**config.mk**
```make
export PLATFORM = sky130hd
export DESIGN_NAME = pcaw_mul
export DESIGN_NICKNAME = d
export VERILOG_FILES = /design/src/rtl/pcaw_mul.sv
export SDC_FILE = /design/constraint.sdc
export NUM_CORES = 2
export LEC_CHECK = 0
export BUFFER_PORTS_ARGS = -buffer_cell sky130_fd_sc_hd__clkbuf_2
export CAP_MARGIN = 25
export CORE_UTILIZATION = 61
export DETAILED_ROUTE_END_ITERATION = 8
export PLACE_DENSITY = 0.78
export SETUP_SLACK_MARGIN = 0.5
export SYNTH_ARGS = -nofsm -noshare
export SYNTH_HDL_FRONTEND = slang
export SYNTH_SLANG_ARGS = --single-unit
```
**constraint.sdc**
```tcl
create_clock -name aclk -period 12.4 [get_ports aclk]
set_input_delay 2.48 -clock aclk [delete_from_list [all_inputs] [get_ports aclk]]
set_output_delay 2.48 -clock aclk [all_outputs]
set_load 0.1 [all_outputs]
```
**src/rtl/pcaw_mul.sv**
```systemverilog
// ----------------------------------------------------------------------------
// PID controller multiplier
// Signed 33 x 33 multiplier with a registered product and load enable.
// ----------------------------------------------------------------------------
module pcaw_mul (
    input  logic                aclk,
    input  logic                en,
    input  logic signed [32:0]  a,
    input  logic signed [32:0]  b,
    output logic signed [65:0]  p
);

    logic signed [65:0] p_reg;

    always_ff @(posedge aclk) begin
        if (en) begin
            p_reg <= a * b;
        end
    end

    assign p = p_reg;

endmodule

```
==> summary.txt <==
Logic synthesis
  • Post-synth ARST share: 0
  • Share of the synthesized area in the top cell type: 0.5537
  • #FFs+latches synth: 66
  • Most frequent cell after synthesis: fa_1
  • Ranking of synthesized cells by area: fa_1 (55%), inv_1 (10%), and2_1 (8.5%)
  • Seq/Total Area, Yosys: 0.04788
  • Synth Flop Type: edfxtp_1
  • Largest area contributor in the netlist: fa_1
  • Synth cell count leaders: fa_1 (1145), inv_1 (1131), and2_1 (562)
  • EDFF count, synth: 66
  • Syn Nets: 5768
  • Mapped cell area: 0.04139 mm2
  • Syn avg cell area: 9.542 um2
  • Count of cell types in the netlist: 80
  • Synth Warn #: 0
  • Cells after Synth: 4338

Routing
  • Final WL: 108100 um
  • Wirelength per Cell: 20.95 um
  • DRC: 0
  • Via count: 29213
  • DR iter-0 viols: 2225
  • Detailed-router iteration count before antenna repair: 6
  • Via density: 5.660
  • Antenna Nets Post-Route: 0

STA
  • Slew Viols, Final: 0
  • Period utilization: 0.8417
  • Total negative setup slack: 0 ns
  • Slew at the pin closest to its max-slew limit: 1.054 ns
  • F_max: 95.81 MHz
  • Worst hold slack: 2.494 ns
  • Worst rel slew slack: 0.2974
  • Final setup viols: 0
  • Minimum clock period: 10.44 ns
  • RSZ-0062 raised after global routing: no
  • Final hold violations: 0

GRT
  • Vias in the first global route: 32625
  • Initial antenna violation count: 5
  • Largest net degree at the start of global routing: 52
  • Global route overflow: 0
  • Tot GR Track Use: 0.3342
  • Global-route wire length before repair: 175500 um

Critical path
  • Critical-path maximum fanout: 33
  • Crit path capture: p[59]
  • Critical path endpoint category: flip-flop
  • Worst EP arrival: 10.55 ns
  • Worst path required time: 12.51 ns
  • Crit path launch: b[9]
  • Startpoint class of the critical path: input pin
  • Critical path class: in -> reg

Placement
  • Post-DP HPWL: 89260 um
  • Gpl congestion: 0.9290
  • Port Buffer Count: 133
  • Dpl cells: 5141

Die
  • Die area: 0.06891 mm2
  • Starting Density: 0.6164
  • Boundary pin count: 134
  • Num rows: 95
  • Die width: 262.5 um
  • Die Ht: 262.5 um
  • CORE AREA: 0.06716 mm2

Cells and area
  • Nets@finish: 5710
  • Final instance count without filler cells: 5161
  • Layout cell share with drive strength beyond 1: 0.04737
  • Max FFs per register: 66
  • Synthesis-to-layout area growth: 3.328%

Flow run
  • Number of max-cap violations: 0

Clock tree
  • Clock buffer depth: 2
  • CTS tree: done
  • CTS buffer count: 9
  • CTS Hold Bufs: 0
  • Worst-path clk slew: 0.07 ns
  • Clk root buf: clkbuf_16
  • Post-CTS Setup Inserts: 0
  • Clk sinks: 66
  • H-tree levels: 3
  • CTS resizes: 0

Run status
  • Status: completed

Hold path
  • Hold Crit Class: in -> reg
cells by family after synthesis:
kind of cell             after synthesis  synth area share
buffers and inverters               1352            0.1231
AO/OA/AOI/OAI                        219           0.04002
XOR/XNOR                              68           0.01439
adder cells (fa/ha/maj)             1362            0.6193
AND/OR/NAND/NOR                     1271            0.1553
flip-flops                            66           0.04788
worst max-delay path: stages:
cell      delay, ns
clkbuf_2       0.75
nand2_1        0.29
fa_1           0.69
fa_1           0.88
fa_1           0.54
inv_1          0.42
fa_1           0.54
fa_1           0.61
fa_1           0.49
fa_1           0.52
inv_1          0.05
fa_1           0.47
inv_1          0.04
ha_1           0.41
and3_1         0.23
nand4_1        0.09
nor4_1         0.40
a21oi_4        0.19
o31ai_2        0.31
xor2_1         0.10
final cells by class:
class                           instances  area [um2]
Multi-Input combinational cell       2920       34320
Tap cell                              873        1092
Timing Repair Buffer                  152       818.3
Fill cell                            5500       24390
Inverter                             1131        4245
Clock inverter                          6       81.33
Sequential cell                        66        1982
Antenna cell                            3       7.507
Clock buffer                           10       229.0
layout by cell type (no fill, tap or decap), types with 11 or more instances in the layout:
master    instances
a21o_1           36
a21oi_1          57
and2_1          562
buf_4            19
clkbuf_2        132
edfxtp_1         66
fa_1           1145
ha_1            217
inv_1          1131
nand2_1         551
nand2b_1         12
nand3_1          25
nand4_1          11
nor2_1           68
o21ai_0          25
o21bai_1         11
xnor2_1          43
xor2_1           25
worst min-delay path by stage:
stage / slack (ns) / to / startpoint / depth (start not counted)
6_report: 2.49 / p[63] / en / 1
5_1_grt: 2.49 / p[63] / en / 1
4_1_cts: 2.49 / p[63] / en / 1
3_5_place_dp: 2.87 / p[63] / en / 1
3_3_place_gp: 2.87 / p[63] / en / 1
2_1_floorplan: 2.59 / p[0] / en / 0
routing by layer:
layer | track usage | up-vias | share of wire
li1 | - | 12276 | -
met1 | 0.3895 | 15296 | 0.34
met2 | 0.5712 | 1238 | 0.51
met3 | 0.04395 | 401 | 0.063
met4 | 0.2429 | 2 | 0.083
met5 | 0 | - | 0.00012
metrics by stage:
stage	cell area (um2)	worst slack (ns)	util
after floorplan	41390	2.555	-
after CTS	42750	1.924	0.6366
after global placement	42440	1.665	0.6319
after detailed placement	42440	1.575	0.6319
after global routing	42770	1.609	0.6369
final	42770	1.962	0.6369
Power is not shown: default switching activity piles up to over one toggle a cycle in this logic, so the estimate is an artifact.
