`src/rtl/pcaw_div.sv`:
```
// ----------------------------------------------------------------------------
// PID controller divider
// Unsigned 64 / 32 restoring divider, two quotient bits per cycle.
// ----------------------------------------------------------------------------
module pcaw_div (
    input  logic         aclk,
    input  logic         aresetn,
    input  logic         start,
    input  logic [63:0]  dividend,
    input  logic [31:0]  divisor,
    output logic         busy,
    output logic [63:0]  quotient
);

    localparam int unsigned DIV_STEPS = 32;
    localparam int unsigned DIV_CNT_W = $clog2(DIV_STEPS);

    logic                  busy_reg;
    logic [DIV_CNT_W-1:0]  cnt_reg;
    logic [31:0]           rem_reg;
    logic [31:0]           den_reg;
    logic [63:0]           quo_reg;

    logic [32:0]  r1;
    logic [32:0]  r2;
    logic         ge1;
    logic         ge2;
    logic [32:0]  r1_sub;
    logic [32:0]  r2_sub;
    logic [31:0]  rem1;
    logic [31:0]  rem2;

    always_comb begin
        r1     = {rem_reg, quo_reg[63]};
        ge1    = r1 >= {1'b0, den_reg};
        r1_sub = r1 - {1'b0, den_reg};
        rem1   = ge1 ? r1_sub[31:0] : r1[31:0];
        r2     = {rem1, quo_reg[62]};
        ge2    = r2 >= {1'b0, den_reg};
        r2_sub = r2 - {1'b0, den_reg};
        rem2   = ge2 ? r2_sub[31:0] : r2[31:0];
    end

    always_ff @(posedge aclk) begin
        if (!aresetn) begin
            busy_reg <= 1'b0;
            cnt_reg  <= '0;
        end else if (start) begin
            busy_reg <= 1'b1;
            cnt_reg  <= '0;
        end else if (busy_reg) begin
            cnt_reg <= DIV_CNT_W'(cnt_reg + 1'b1);
            if (cnt_reg == DIV_CNT_W'(DIV_STEPS - 1)) begin
                busy_reg <= 1'b0;
            end
        end
    end

    always_ff @(posedge aclk) begin
        if (start) begin
            rem_reg <= '0;
            den_reg <= divisor;
            quo_reg <= dividend;
        end else if (busy_reg) begin
            rem_reg <= rem2;
            quo_reg <= {quo_reg[61:0], ge1, ge2};
        end
    end

    assign busy     = busy_reg;
    assign quotient = quo_reg;

endmodule

```
`config.mk`:
```
export PLATFORM = sky130hd
export DESIGN_NAME = pcaw_div
export DESIGN_NICKNAME = d
export VERILOG_FILES = /design/src/rtl/pcaw_div.sv
export SDC_FILE = /design/constraint.sdc
export NUM_CORES = 1
export LEC_CHECK = 0
export BUFFER_PORTS_ARGS = -buffer_cell sky130_fd_sc_hd__buf_4
export CORE_UTILIZATION = 43
export DETAILED_ROUTE_END_ITERATION = 8
export SYNTH_ARGS = -nofsm -noshare
export SYNTH_HDL_FRONTEND = slang
export SYNTH_SLANG_ARGS = --single-unit
export TNS_END_PERCENT = 50
```
`constraint.sdc`:
```
create_clock -name aclk -period 9.6 [get_ports aclk]
set_input_delay 1.92 -clock aclk [delete_from_list [all_inputs] [get_ports aclk]]
set_output_delay 1.92 -clock aclk [all_outputs]
set_load 0.01 [all_outputs]
```
==> metrics <==
status finished clean; Mapped Avg Cell Area about 10 um^2; critical path class flip-flop to flip-flop; Cell Count, Final, Fillers Out between 1000 and 1500; Final Net Count around 1200; met3 WL post-DR 1.74 mm; Synth Flop Type edfxtp_1; first-pass GRT wire length 37.6 mm; count leader, synth edfxtp_1; RSZ-0062 raised after global routing false; clk sinks 134; max-cap violations 0; Die W between 100 and 150 um; most frequent cells after synthesis edfxtp_1, nor2_1, a21oi_1; Die Span Y approximately 150 um; crit path capture type flip-flop; hold buffer count at CTS 0; Pleak around 0.0048 uW; IO Count about 160; Worst slew margin 0.260; Final min period a little over 7 ns; Max Clock Freq approximately 140 MHz; Pwr Density ~280 nW/um^2; max reg flops 64; Antenna Nets Post-Route 0; FILL cells 1845; Min-Delay Path Depth 2; final worst-path cycle share 0.740; EDFF count, synth 96; CP startpoint den_reg[1]; R2R depth 20; max layer used met4; largest family of logic cells by synthesized area compound AO/OA/AOI/OAI gates; Min-Delay Path Class flip-flop to flip-flop; GR Overflow Total 0; crit path DAT approximately 7.5 ns; gr usage total 0.222; Slew Viols, Final 0; # rows 52; CTS tree built; yosys synthesis warning count 0; top cells by area, synth edfxtp_1, ha_1, dfxtp_1; HPWL after DPL between 15 and 20 mm; initial core utilization 0.442; number of port buffers roughly 160; HP Start cnt_reg[4]; post-CTS sizing 0; Max Buffers Root-to-Sink 2; number of global-route vias before repair between 7000 and 8000; DRT Pass-1 Iters 7; WL met1 10.5 mm; met2 WL about 11 mm; CTS clk-pin slew, worst paths around 0.07 ns; routability-driven placement congestion ratio 0.858; DRT iter0 DRCs ~330; critical path required time roughly 10 ns; ys async rst share 0; fraction of the mapped netlist area in adder cells 0.0962; wire per inst 17.6 um; mux contribution to synthesized area 0.115; DR DRC count 0; Layout area overhead 22.6%; # setup viols final 0; Worst Max-Slew Pin Slew approximately 1.1 ns; Tot Pwr 3110 uW; CTS Buf Count 17; root buffer cell clkbuf_16; simple-gate portion of the synthesized area 0.103; Synth Instances 896; post-synth top area share 0.320; post-synth top area cell edfxtp_1; worst-skew pair later-pin latency approximately 0.44 ns; Final Skew roughly 0.011 ns; setup TNS 0 ns; Yosys cell types between 60 and 70; vias ~7300; largest net degree at the start of global routing 69; placed instance count 1299; post-synthesis compound-gate area fraction 0.187; antenna diode count 0; worst-path fanout max 31; register area share after synthesis 0.405; Die ar. ~22000 um^2; initial antenna violation count 0; xor/xnor share of the synthesized area 0.0555; number of setup buffers added after CTS 0; FF-to-FF Start den_reg[1]; startpoint types flip-flop; synthesized flop and latch total around 130; htree depth 4; vias per std cell approximately 5.5; Worst VDD drop 0.118 mV; Cell Area, Placed roughly 10000 um^2; Hold WS 0.506 ns; Syn Nets 1063; layout cells sized above 1 0.260; final instance area roughly 11000 um^2; final wirelength ~23 mm; Mapped Area between 8000 and 9000 um^2; placeable core region 20400 um^2; Final Hold Vio Count 0
[cell families (layout without fill, tap and decap cells)]
group,Yosys count,after routing
adder cells (fa/ha/maj),68,68
XOR/XNOR,57,57
flip-flops,134,134
buffers and inverters,88,253
AO/OA/AOI/OAI,255,255
AND/OR/NAND/NOR,199,199
multiplexers,95,95
[path summary, 6_finish.rpt]
kind	end	slack, ns
setup / recovery	rem_reg[0]	2.50
hold / removal	cnt_reg[4]	0.51
setup reg to reg	rem_reg[0]	2.50
hold reg to reg	cnt_reg[4]	0.51
[cell usage in the layout (no fill, tap or decap), types with 29 or more instances in the layout]
cell,n
a211oi_1,31
a21oi_1,77
buf_4,169
dfxtp_1,37
edfxtp_1,96
ha_1,66
inv_1,52
mux2_2,65
mux2i_1,29
nand2_1,49
nor2_1,80
o21ai_0,40
xnor2_1,36
[per-layer routing]
metal  global-route usage  up-vias
li1                     -     3664
met1                0.278     3392
met2                0.367      212
met3               0.0753       19
met4               0.0547        0
met5                    0        -
[through the flow]
step | utilization | setup slack (ns)
2_1_floorplan | - | 4.18
3_3_place_gp | 0.514 | 2.68
3_5_place_dp | 0.514 | 2.53
4_1_cts | 0.542 | 2.53
5_1_grt | 0.542 | 1.92
6_report | 0.542 | 2.50
[power by group]
part / switching [uW] / internal (uW)
logic: 972 / 743
registers: 54.4 / 708
clock network: 292 / 341
[worst max-delay path, stage by stage, from the launching register on]
cell       delay [ns]
edfxtp_1         0.32
inv_1            0.11
ha_1             0.31
nor2b_1          0.16
o31a_1           0.24
o2111ai_1        0.21
and4_1           0.22
nor2_1           0.37
a41o_1           0.77
nor2_1           0.08
a21oi_1          0.20
ha_1             0.34
a21o_1           0.23
a211o_1          0.32
o32ai_1          0.56
o31ai_1          0.30
a221o_1          0.47
a221oi_4         0.37
nand2_2          0.69
mux2_4           0.54
a211oi_2         0.20
[layout make-up]
type	instances	area, um^2	area share
clock buffer	17	425	0.0386
clock inverter	15	134	0.0121
inverter	52	195	0.0177
multi-input combinational	674	5020	0.455
sequential	134	3640	0.330
tap	270	338	0.0306
timing repair buffer	169	1270	0.115
Power figures use the tool's default switching activity.
