--- src/rtl/pcaw_pkg.sv ---
// ----------------------------------------------------------------------------
// PID controller package
// Microcode format, step names, register indexes and shared constants.
// ----------------------------------------------------------------------------
package pcaw_pkg;

    localparam int unsigned STEP_W    = 4;
    localparam int unsigned CFG_IDX_W = 3;

    localparam logic [31:0] LO_BOUND_RST = 32'h8000_0000;
    localparam logic [31:0] HI_BOUND_RST = 32'h7FFF_FFFF;
    localparam logic [31:0] PERIOD_RST   = 32'h0001_0000;

    localparam logic [CFG_IDX_W-1:0] REG_KP  = 3'd0;
    localparam logic [CFG_IDX_W-1:0] REG_KI  = 3'd1;
    localparam logic [CFG_IDX_W-1:0] REG_KD  = 3'd2;
    localparam logic [CFG_IDX_W-1:0] REG_LO  = 3'd3;
    localparam logic [CFG_IDX_W-1:0] REG_HI  = 3'd4;
    localparam logic [CFG_IDX_W-1:0] REG_PER = 3'd5;

    localparam logic [1:0] LIMIT_NONE = 2'd0;
    localparam logic [1:0] LIMIT_HIGH = 2'd1;
    localparam logic [1:0] LIMIT_LOW  = 2'd2;

    localparam logic [STEP_W-1:0] ST_IDLE     = 4'd0;
    localparam logic [STEP_W-1:0] ST_DIFF     = 4'd1;
    localparam logic [STEP_W-1:0] ST_MUL_KD   = 4'd2;
    localparam logic [STEP_W-1:0] ST_DIV_GO   = 4'd3;
    localparam logic [STEP_W-1:0] ST_FLOOR_I  = 4'd4;
    localparam logic [STEP_W-1:0] ST_MUL_HI   = 4'd5;
    localparam logic [STEP_W-1:0] ST_ACC_HI   = 4'd6;
    localparam logic [STEP_W-1:0] ST_ACC_LO   = 4'd7;
    localparam logic [STEP_W-1:0] ST_SAT_I    = 4'd8;
    localparam logic [STEP_W-1:0] ST_ACC_P    = 4'd9;
    localparam logic [STEP_W-1:0] ST_DIV_WAIT = 4'd10;
    localparam logic [STEP_W-1:0] ST_ACC_D    = 4'd11;
    localparam logic [STEP_W-1:0] ST_OUT_WAIT = 4'd12;
    localparam logic [STEP_W-1:0] ST_FINISH   = 4'd13;
    localparam logic [STEP_W-1:0] ST_CLEAR    = 4'd14;

    typedef enum logic [2:0] {
        MUL_ERR_KP,
        MUL_ERR_KI,
        MUL_KD_DELTA,
        MUL_F1HI_PER,
        MUL_F1LO_PER
    } mul_sel_t;

    typedef enum logic [3:0] {
        OP_NOP,
        OP_CAPTURE,
        OP_DIFFS,
        OP_TMP_FLOOR,
        OP_ACC_INTEG_PROD,
        OP_ACC_ADD_PROD_SH,
        OP_INTEG_SAT,
        OP_ACC_P_INTEG,
        OP_ACC_ADD_DERIV,
        OP_FINISH,
        OP_CLEAR
    } dp_op_t;

    typedef enum logic [2:0] {
        COND_NEXT,
        COND_ALWAYS,
        COND_NO_START,
        COND_CLEAR,
        COND_DIV_BUSY,
        COND_OUT_BUSY
    } cond_t;

    typedef struct packed {
        dp_op_t             op;
        mul_sel_t           mul_sel;
        logic               mul_en;
        logic               div_start;
        logic               in_ready;
        cond_t              cond;
        logic [STEP_W-1:0]  target;
    } ctrl_t;

    typedef struct packed {
        logic start;
        logic clear;
        logic div_busy;
        logic out_busy;
    } status_t;

    function automatic ctrl_t ucode(input logic [STEP_W-1:0] step);
        ctrl_t w;
        w           = '0;
        w.op        = OP_NOP;
        w.mul_sel   = MUL_ERR_KP;
        w.cond      = COND_NEXT;
        w.target    = ST_IDLE;
        case (step)
            ST_IDLE: begin
                w.op       = OP_CAPTURE;
                w.in_ready = 1'b1;
                w.cond     = COND_NO_START;
                w.target   = ST_IDLE;
            end
            ST_DIFF: begin
                w.op     = OP_DIFFS;
                w.cond   = COND_CLEAR;
                w.target = ST_CLEAR;
            end
            ST_MUL_KD: begin
                w.mul_sel = MUL_KD_DELTA;
                w.mul_en  = 1'b1;
            end
            ST_DIV_GO: begin
                w.div_start = 1'b1;
                w.mul_sel   = MUL_ERR_KI;
                w.mul_en    = 1'b1;
            end
            ST_FLOOR_I: begin
                w.op = OP_TMP_FLOOR;
            end
            ST_MUL_HI: begin
                w.mul_sel = MUL_F1HI_PER;
                w.mul_en  = 1'b1;
            end
            ST_ACC_HI: begin
                w.op      = OP_ACC_INTEG_PROD;
                w.mul_sel = MUL_F1LO_PER;
                w.mul_en  = 1'b1;
            end
            ST_ACC_LO: begin
                w.op      = OP_ACC_ADD_PROD_SH;
                w.mul_sel = MUL_ERR_KP;
                w.mul_en  = 1'b1;
            end
            ST_SAT_I: begin
                w.op = OP_INTEG_SAT;
            end
            ST_ACC_P: begin
                w.op = OP_ACC_P_INTEG;
            end
            ST_DIV_WAIT: begin
                w.cond   = COND_DIV_BUSY;
                w.target = ST_DIV_WAIT;
            end
            ST_ACC_D: begin
                w.op = OP_ACC_ADD_DERIV;
            end
            ST_OUT_WAIT: begin
                w.cond   = COND_OUT_BUSY;
                w.target = ST_OUT_WAIT;
            end
            ST_FINISH: begin
                w.op     = OP_FINISH;
                w.cond   = COND_ALWAYS;
                w.target = ST_IDLE;
            end
            ST_CLEAR: begin
                w.op     = OP_CLEAR;
                w.cond   = COND_ALWAYS;
                w.target = ST_IDLE;
            end
            default: begin
                w.cond   = COND_ALWAYS;
                w.target = ST_IDLE;
            end
        endcase
        return w;
    endfunction

endpackage

--- src/rtl/pcaw_seq.sv ---
// ----------------------------------------------------------------------------
// PID controller sequencer
// Step counter over the microcode table with conditional jumps.
// ----------------------------------------------------------------------------
module pcaw_seq
    import pcaw_pkg::*;
(
    input  logic     aclk,
    input  logic     aresetn,
    input  status_t  status,
    output ctrl_t    ctrl
);

    logic [STEP_W-1:0]  pc_reg;
    logic [STEP_W-1:0]  pc_next;
    logic               take;

    assign ctrl = ucode(pc_reg);

    always_comb begin
        case (ctrl.cond)
            COND_NEXT:     take = 1'b0;
            COND_ALWAYS:   take = 1'b1;
            COND_NO_START: take = !status.start;
            COND_CLEAR:    take = status.clear;
            COND_DIV_BUSY: take = status.div_busy;
            COND_OUT_BUSY: take = status.out_busy;
            default:       take = 1'b1;
        endcase
        pc_next = take ? ctrl.target : STEP_W'(pc_reg + 1'b1);
    end

    always_ff @(posedge aclk) begin
        if (!aresetn) begin
            pc_reg <= ST_IDLE;
        end else begin
            pc_reg <= pc_next;
        end
    end

endmodule

--- config.mk ---
export PLATFORM = sky130hd
export DESIGN_NAME = pcaw_seq
export DESIGN_NICKNAME = d
export VERILOG_FILES = /design/src/rtl/pcaw_pkg.sv /design/src/rtl/pcaw_seq.sv
export SDC_FILE = /design/constraint.sdc
export NUM_CORES = 1
export LEC_CHECK = 0
export ABC_AREA = 1
export BUFFER_PORTS_ARGS = -buffer_cell sky130_fd_sc_hd__buf_2
export CAP_MARGIN = 20
export CORE_AREA = 8 8 45 47
export DETAILED_ROUTE_END_ITERATION = 8
export DIE_AREA = 0 0 53 55
export MAX_ROUTING_LAYER = met4
export PLACE_DENSITY = 0.7
export SYNTH_ARGS = -nofsm -noshare
export SYNTH_HDL_FRONTEND = slang
export SYNTH_SLANG_ARGS = --single-unit
export TNS_END_PERCENT = 10
--- constraint.sdc ---
create_clock -name aclk -period 1.5 [get_ports aclk]
set_clock_uncertainty 0.05 [all_clocks]
set_input_delay 0.225 -clock aclk [delete_from_list [all_inputs] [get_ports aclk]]
set_output_delay 0.225 -clock aclk [all_outputs]
set_load 0.005 [all_outputs]
==> summary.md, run 1 <==
| Metric | Value |
|---|---|
| First-pass GRT wire length | `2840 um` |
| Sequential share of power | `0.142` |
| Cts hold-fix bufs | `0` |
| Cts bufs inserted | `3` |
| HPWL Detailed | `1320 um` |
| Pint | `0.000925 W` |
| Psw | `0.000848 W` |
| Failing checks | `setup timing` |
| Post-layout instance area | `928 um^2` |
| Peak VDD IR | `1.04 mV` |
| DR vias/cell | `4.91` |
| Avg Cell Area, Syn | `5.95 um^2` |
| Clock transition at the registers of the reported paths | `0.04 ns` |
| Max-cap violation count | `0` |
| Wirelength per Cell | `12.7 um` |
| FP Rows | `14` |
| Die area | `2920 um^2` |
| Register area share after synthesis | `0.158` |
| Final Power | `0.00177 W` |
| Placer Congestion | `0.915` |
| Crit Path Category | `reg -> out` |
| Setup TNS Final | `-1.25 ns` |
| DRT iter0 DRCs | `29` |
| Pins over their slew limit | `0` |
| Vias | `697` |
| FF+latch count, synth | `4` |
| Final period utilization | `1.13` |
| Most frequent cells in the layout | `buf_2, buf_4, nand2_1` |
| FMAX | `589 MHz` |
| Antenna Cells | `0` |
| Kind of end point of the critical path | `output pin` |
| Number of setup violations in the final report | `14` |
| Largest net degree at the start of global routing | `8` |
| Lkg Pwr | `0.494 nW` |
| Longest Clk Path Bufs | `2` |
| Layout cells sized above 1 | `0.651` |
| WHS | `0.171 ns` |
| CP Launch Type | `flip-flop` |
| GRT overflow | `0` |
| Placed cell areas | `743 um^2` |
| Placed insts | `137` |
| Finished Layout Cells | `142` |
| Die W | `53 um` |
| Sw frac | `0.478` |
| Num ports | `23` |
| Synth Warn # | `0` |
| Mapped Cells | `85` |
| Combinational power share | `0.787` |
| Multi-input gate area | `469 um^2` |
| Root Driver | `clkbuf_4` |
| GRT Util Overall | `0.131` |
| Syn nets | `95` |
| Clock sinks | `4` |
| Final hold viol count | `0` |
| # port buffers | `21` |
| H-tree Lvls | `1` |
| Initial antenna violation count | `0` |
| Min Clock Period, post-route | `1.70 ns` |
| DRC violations left | `0` |
| Die Ht | `55 um` |
| Clock Power Share | `0.072` |
| CTS tree | `done` |
| Netlist cell types | `21` |
| Max reg flops | `4` |
| Fill cells | `117` |
| Post-Syn Area | `505 um^2` |
| Commonest non-fill, non-tap cell in the layout | `buf_2` |
| Area growth, synth to finish | `83.7%` |
| Worst-path fanout max | `5` |
| Fin nets | `138` |
| DRT Pass-1 Iters | `4` |
| Final wirelength | `1800 um` |
| Vias in the first global route | `714` |
| Final WS setup | `-0.199 ns` |
| Worst-skew pair later-pin latency | `0.23 ns` |
| Final ANT Viol Nets | `0` |
| Starting Density | `0.365` |
| Seq. cell area | `95.1 um^2` |
| PD cells | `1910 nW/um^2` |
| Core area | `1380 um^2` |
| Critical path required time | `1.22 ns` |
| Crit path DAT | `1.42 ns` |
| Worst min path class | `in -> reg` |
| RSZ-0062 raised after global routing | `true` |
| Status | `finished, violations left` |
==> layer usage <==
metal | vias up | wire length [um] | share of wire | GRT usage
li1 | 357 | - | - | -
met1 | 306 | 711 | 0.40 | 0.114
met2 | 28 | 926 | 0.51 | 0.248
met3 | 6 | 116 | 0.064 | 0.0160
met4 | 0 | 45 | 0.025 | 0.103
met5 | - | 0 | 0 | -
==> cells by family after synthesis <==
logic type,share of synthesized area
flip-flops,0.158
AND/OR/NAND/NOR,0.428
buffers and inverters,0.141
XOR/XNOR,0.0173
other,0.00742
adder cells (fa/ha/maj),0.0990
AO/OA/AOI/OAI,0.149
==> Yosys cell counts <==
cell type  number  share of area
a21oi_1         6          0.059
nor3_1          1         0.0099
inv_1          14           0.10
nor2_2          4          0.049
nand3_1         8          0.079
ha_1            4          0.099
xor2_1          1          0.017
o21ai_0         5          0.049
nand3_4         1          0.035
nor2_1          8          0.059
o22ai_1         2          0.025
nand4_1         1          0.012
clkinv_1        1         0.0074
nand2_2         4          0.049
conb_1          1         0.0074
inv_2           2          0.015
buf_4           1          0.015
dfxtp_1         4           0.16
o211ai_1        1          0.015
nor2_4          1          0.022
nand2_1        15           0.11
==> area by class of cell <==
| class | instances | area share |
|---|---|---|
| clock buffer | 3 | 0.0243 |
| inverter | 17 | 0.0741 |
| multi-input combinational | 63 | 0.505 |
| sequential | 4 | 0.102 |
| timing repair buffer | 39 | 0.272 |
| tap | 16 | 0.0216 |
==> power groups by stage <==
stage / Combinational, W / Sequential (W) / Clock [W]
detailed placement: 0.00110 / 0.000196 / 0
floorplan: 0.000621 / 0.000188 / 0
finish: 0.00140 / 0.000251 / 0.000127
global placement: 0.00109 / 0.000198 / 0
global route: 0.00153 / 0.000259 / 0.000141
CTS: 0.00134 / 0.000237 / 0.000134
==> worst max-delay path: stages, from the launching register on <==
cell and delay [ns]:
dfxtp_4 0.36, inv_4 0.08, ha_4 0.18, inv_2 0.06, a21oi_2 0.18, nor2_2 0.08
buf_4 0.13, inv_2 0.04, buf_6 0.08
==> path summary, 6_finish.rpt <==
path / startpoint / to / slack, ns / cells after the start
worst min-delay path: aresetn / pc_reg[2]$_SDFF_PN0_ / 0.17 / 3
worst min register to register: pc_reg[0]$_SDFF_PP0_ / pc_reg[0]$_SDFF_PP0_ / 0.52 / 2
worst max-delay path: pc_reg[1]$_SDFF_PN0_ / ctrl[15] / -0.20 / 8
worst max register to register: pc_reg[1]$_SDFF_PN0_ / pc_reg[1]$_SDFF_PN0_ / -0.10 / 10
==> metrics by stage <==
| step | worst slack [ns] | utilization |
|---|---|---|
| 6_report | -0.199 | 0.671 |
| 5_1_grt | -0.248 | 0.671 |
| 4_1_cts | -0.168 | 0.652 |
| 3_5_place_dp | -0.182 | 0.537 |
| 3_3_place_gp | -0.179 | 0.537 |
| 2_1_floorplan | 0.0173 | - |
==> repair_timing <==
item | CTS | global route
setup endpoints to repair | 19 | 20
setup buffers | 2 | 0
resized for setup | 38 | 12
gates cloned | 0 | 0
pin swaps | 12 | 1
(Power assumes the default switching activity.)
==> inputs of run 2 (changes only) <==
ABC_AREA = default   (was 1)
CORE_AREA = default   (was 8 8 45 47)
CORE_MARGIN = 8   (was default)
CORE_UTILIZATION = 40   (was default)
DIE_AREA = default   (was 0 0 53 55)
PLACE_DENSITY = 0.73   (was 0.7)
==> summary.md, run 2 <==
| Metric | Value |
|---|---|
| Final hold viol count | `0` |
| Slowest stage delay, CP | `0.38 ns` |
| Pins over their slew limit | `0` |
| Die W | `52.3 um` |
| FF+latch count, synth | `4` |
| Syn nets | `83` |
| Failing checks | `setup timing` |
| Largest net degree at the start of global routing | `12` |
| Final period utilization | `1.16` |
| GRT overflow | `0` |
| CP Launch Type | `flip-flop` |
| Post-synth EDFFs | `0` |
| Wirelength per Cell | `15.8 um` |
| Synth area leader | `dfxtp_1` |
| Die area | `2730 um^2` |
| Critical path buffers and inverters | `3` |
| Kind of end point of the critical path | `output pin` |
| Most frequent cells in the layout | `buf_2, buf_6, buf_4` |
| Post-layout instance area | `1100 um^2` |
| Max-cap violation count | `0` |
| Critical path depth | `6` |
| DRC violations left | `0` |
| Count leader, synth | `nand2_1` |
| Synth Warn # | `0` |
| Placed cell areas | `852 um^2` |
| Cts hold-fix bufs | `0` |
| Lkg Pwr | `0.494 nW` |
| Place WS | `-0.213 ns` |
| Top_reg_cell synth | `dfxtp_1` |
| Critical path's top delay family | `flip-flops` |
| Mapped Cells | `73` |
| Final ANT Viol Nets | `0` |
| HPWL Detailed | `1340 um` |
| Clock sinks | `4` |
| Clock transition at the registers of the reported paths | `0.04 ns` |
| Worst-path fanout max | `4` |
| Top cell type's share of synthesized area | `0.152` |
| FP Rows | `13` |
| RSZ-0062 raised after global routing | `true` |
| Root Driver | `clkbuf_4` |
| Starting Density | `0.415` |
| Vias in the first global route | `711` |
| Crit Path Category | `reg -> out` |
| # port buffers | `21` |
| Commonest non-fill, non-tap cell in the layout | `buf_2` |
| Seq. cell area | `90.1 um^2` |
| Most frequent CP cell | `buf_6` |
| Num ports | `23` |
| Placer Congestion | `0.818` |
| DRT iter0 DRCs | `10` |
| FMAX | `575 MHz` |
| Antenna Cells | `0` |
| Post-Syn Area | `527 um^2` |
| Worst-path cell chain | `inv_4 > ha_4 > buf_6 > a22o_4 > nand2b_4 > buf_6` |
| Fill cells | `74` |
| Cts bufs inserted | `3` |
| R2R Path Start | `pc_reg[0]$_SDFF_PP0_` |
| Number of setup violations in the final report | `20` |
| CTS tree | `done` |
| Peak VDD IR | `1.28 mV` |
| DR vias/cell | `5.30` |
| Final Power | `0.00239 W` |
| Max reg flops | `4` |
| Core area | `1270 um^2` |
| Netlist cell types | `33` |
| Initial antenna violation count | `0` |
| Worst reg-to-reg path cell count | `9` |
| Longest Clk Path Bufs | `2` |
| PD cells | `2170 nW/um^2` |
| Layout cells sized above 1 | `0.711` |
| Critical path required time | `1.22 ns` |
| Top cells by area, synth | `dfxtp_1, ha_1, nand2_1, nand2b_1, mux2i_1` |
| Fin nets | `132` |
| Vias | `721` |
| H-tree Lvls | `1` |
| Worst min path class | `in -> reg` |
| Register area share after synthesis | `0.152` |
| Multi-input gate area | `558 um^2` |
| Avg Cell Area, Syn | `7.22 um^2` |
| Flop2flop setup slack | `-0.22 ns` |
| Min Clock Period, post-route | `1.74 ns` |
| First-pass GRT wire length | `3030 um` |
| Worst-skew pair later-pin latency | `0.24 ns` |
| Die Ht | `52.3 um` |
| Crit path DAT | `1.46 ns` |
| Worst setup path endpoint | `ctrl[3]` |
| Synth top cells by count | `nand2_1, nand2b_1, a21oi_1` |
| Worst r2r dst | `pc_reg[2]$_SDFF_PN0_` |
| Final wirelength | `2150 um` |
| Post-synthesis async set-or-reset flop share | `0` |
| Status | `finished, violations left` |
| GRT Util Overall | `0.149` |
| Area growth, synth to finish | `109%` |
| Crit path launch | `pc_reg[0]$_SDFF_PP0_` |
| Crit-path slowest cell | `dfxtp_4` |
| DRT Pass-1 Iters | `4` |
| Final WS setup | `-0.239 ns` |
-- run 2: what timing repair did --
action                                  CTS  global route
buffers inserted                          6             1
pin swaps                                12            10
gates resized for setup                  22            20
endpoints found under the setup margin   18            20
-- run 2: per-stage QoR --
step | cells | TNS (ns) | util | hold slack, ns
floorplan | 73 | -0.326 | - | 0.307
global placement | 125 | -0.626 | 0.672 | 0.448
detailed placement | 125 | -0.813 | 0.672 | 0.442
CTS | 135 | -2.89 | 0.797 | 0.221
global route | 136 | -4.37 | 0.866 | 0.236
finish | 136 | -2.97 | 0.866 | 0.223
-- run 2: worst min path at each step --
stage               depth (start not counted)  slack (ns)                   end                 start
floorplan                                   2        0.31  pc_reg[1]$_SDFF_PN0_               aresetn
global placement                            1        0.45  pc_reg[0]$_SDFF_PP0_  pc_reg[0]$_SDFF_PP0_
detailed placement                          1        0.44  pc_reg[0]$_SDFF_PP0_  pc_reg[0]$_SDFF_PP0_
CTS                                         3        0.22  pc_reg[1]$_SDFF_PN0_               aresetn
global route                                3        0.24  pc_reg[1]$_SDFF_PN0_               aresetn
finish                                      3        0.22  pc_reg[1]$_SDFF_PN0_               aresetn
-- run 2: cell type report --
cell class                 count  area share
inverter                       4      0.0182
sequential                     4      0.0820
multi-input combinational     60       0.508
clock buffer                   4      0.0239
tap                           15      0.0171
timing repair buffer          49       0.351
-- run 2: kinds of logic (layout without fill, tap and decap cells) --
| group | count (synthesis) | in the layout | share of synthesized area |
|---|---|---|---|
| buffers and inverters | 9 | 57 | 0.0950 |
| AND/OR/NAND/NOR | 32 | 32 | 0.309 |
| flip-flops | 4 | 4 | 0.152 |
| other | 1 | 1 | 0.00712 |
| adder cells (fa/ha/maj) | 4 | 4 | 0.0950 |
| XOR/XNOR | 2 | 2 | 0.0333 |
| multiplexers | 3 | 3 | 0.0570 |
| AO/OA/AOI/OAI | 18 | 18 | 0.252 |
-- run 2: routing by layer --
metal / global-route usage / share of wire
met5: - / 0
met4: 0.121 / 0.036
met3: 0.0256 / 0.058
met2: 0.259 / 0.54
met1: 0.141 / 0.37
-- run 2: where the power goes --
| part | total, W | switching [W] | leakage [nW] | internal [W] |
|---|---|---|---|---|
| sequential | 0.000250 | 0.0000890 | 0.0350 | 0.000161 |
| clock | 0.000148 | 0.0000481 | 0.0150 | 0.000100 |
| combinational | 0.00199 | 0.000854 | 0.444 | 0.00114 |
| total | 0.00239 | 0.000991 | 0.494 | 0.00140 |
-- run 2: tightest hold or removal path, cell delays in order --
cell	delay, ns
buf_2	0.13
nand2_1	0.06
mux2i_1	0.05
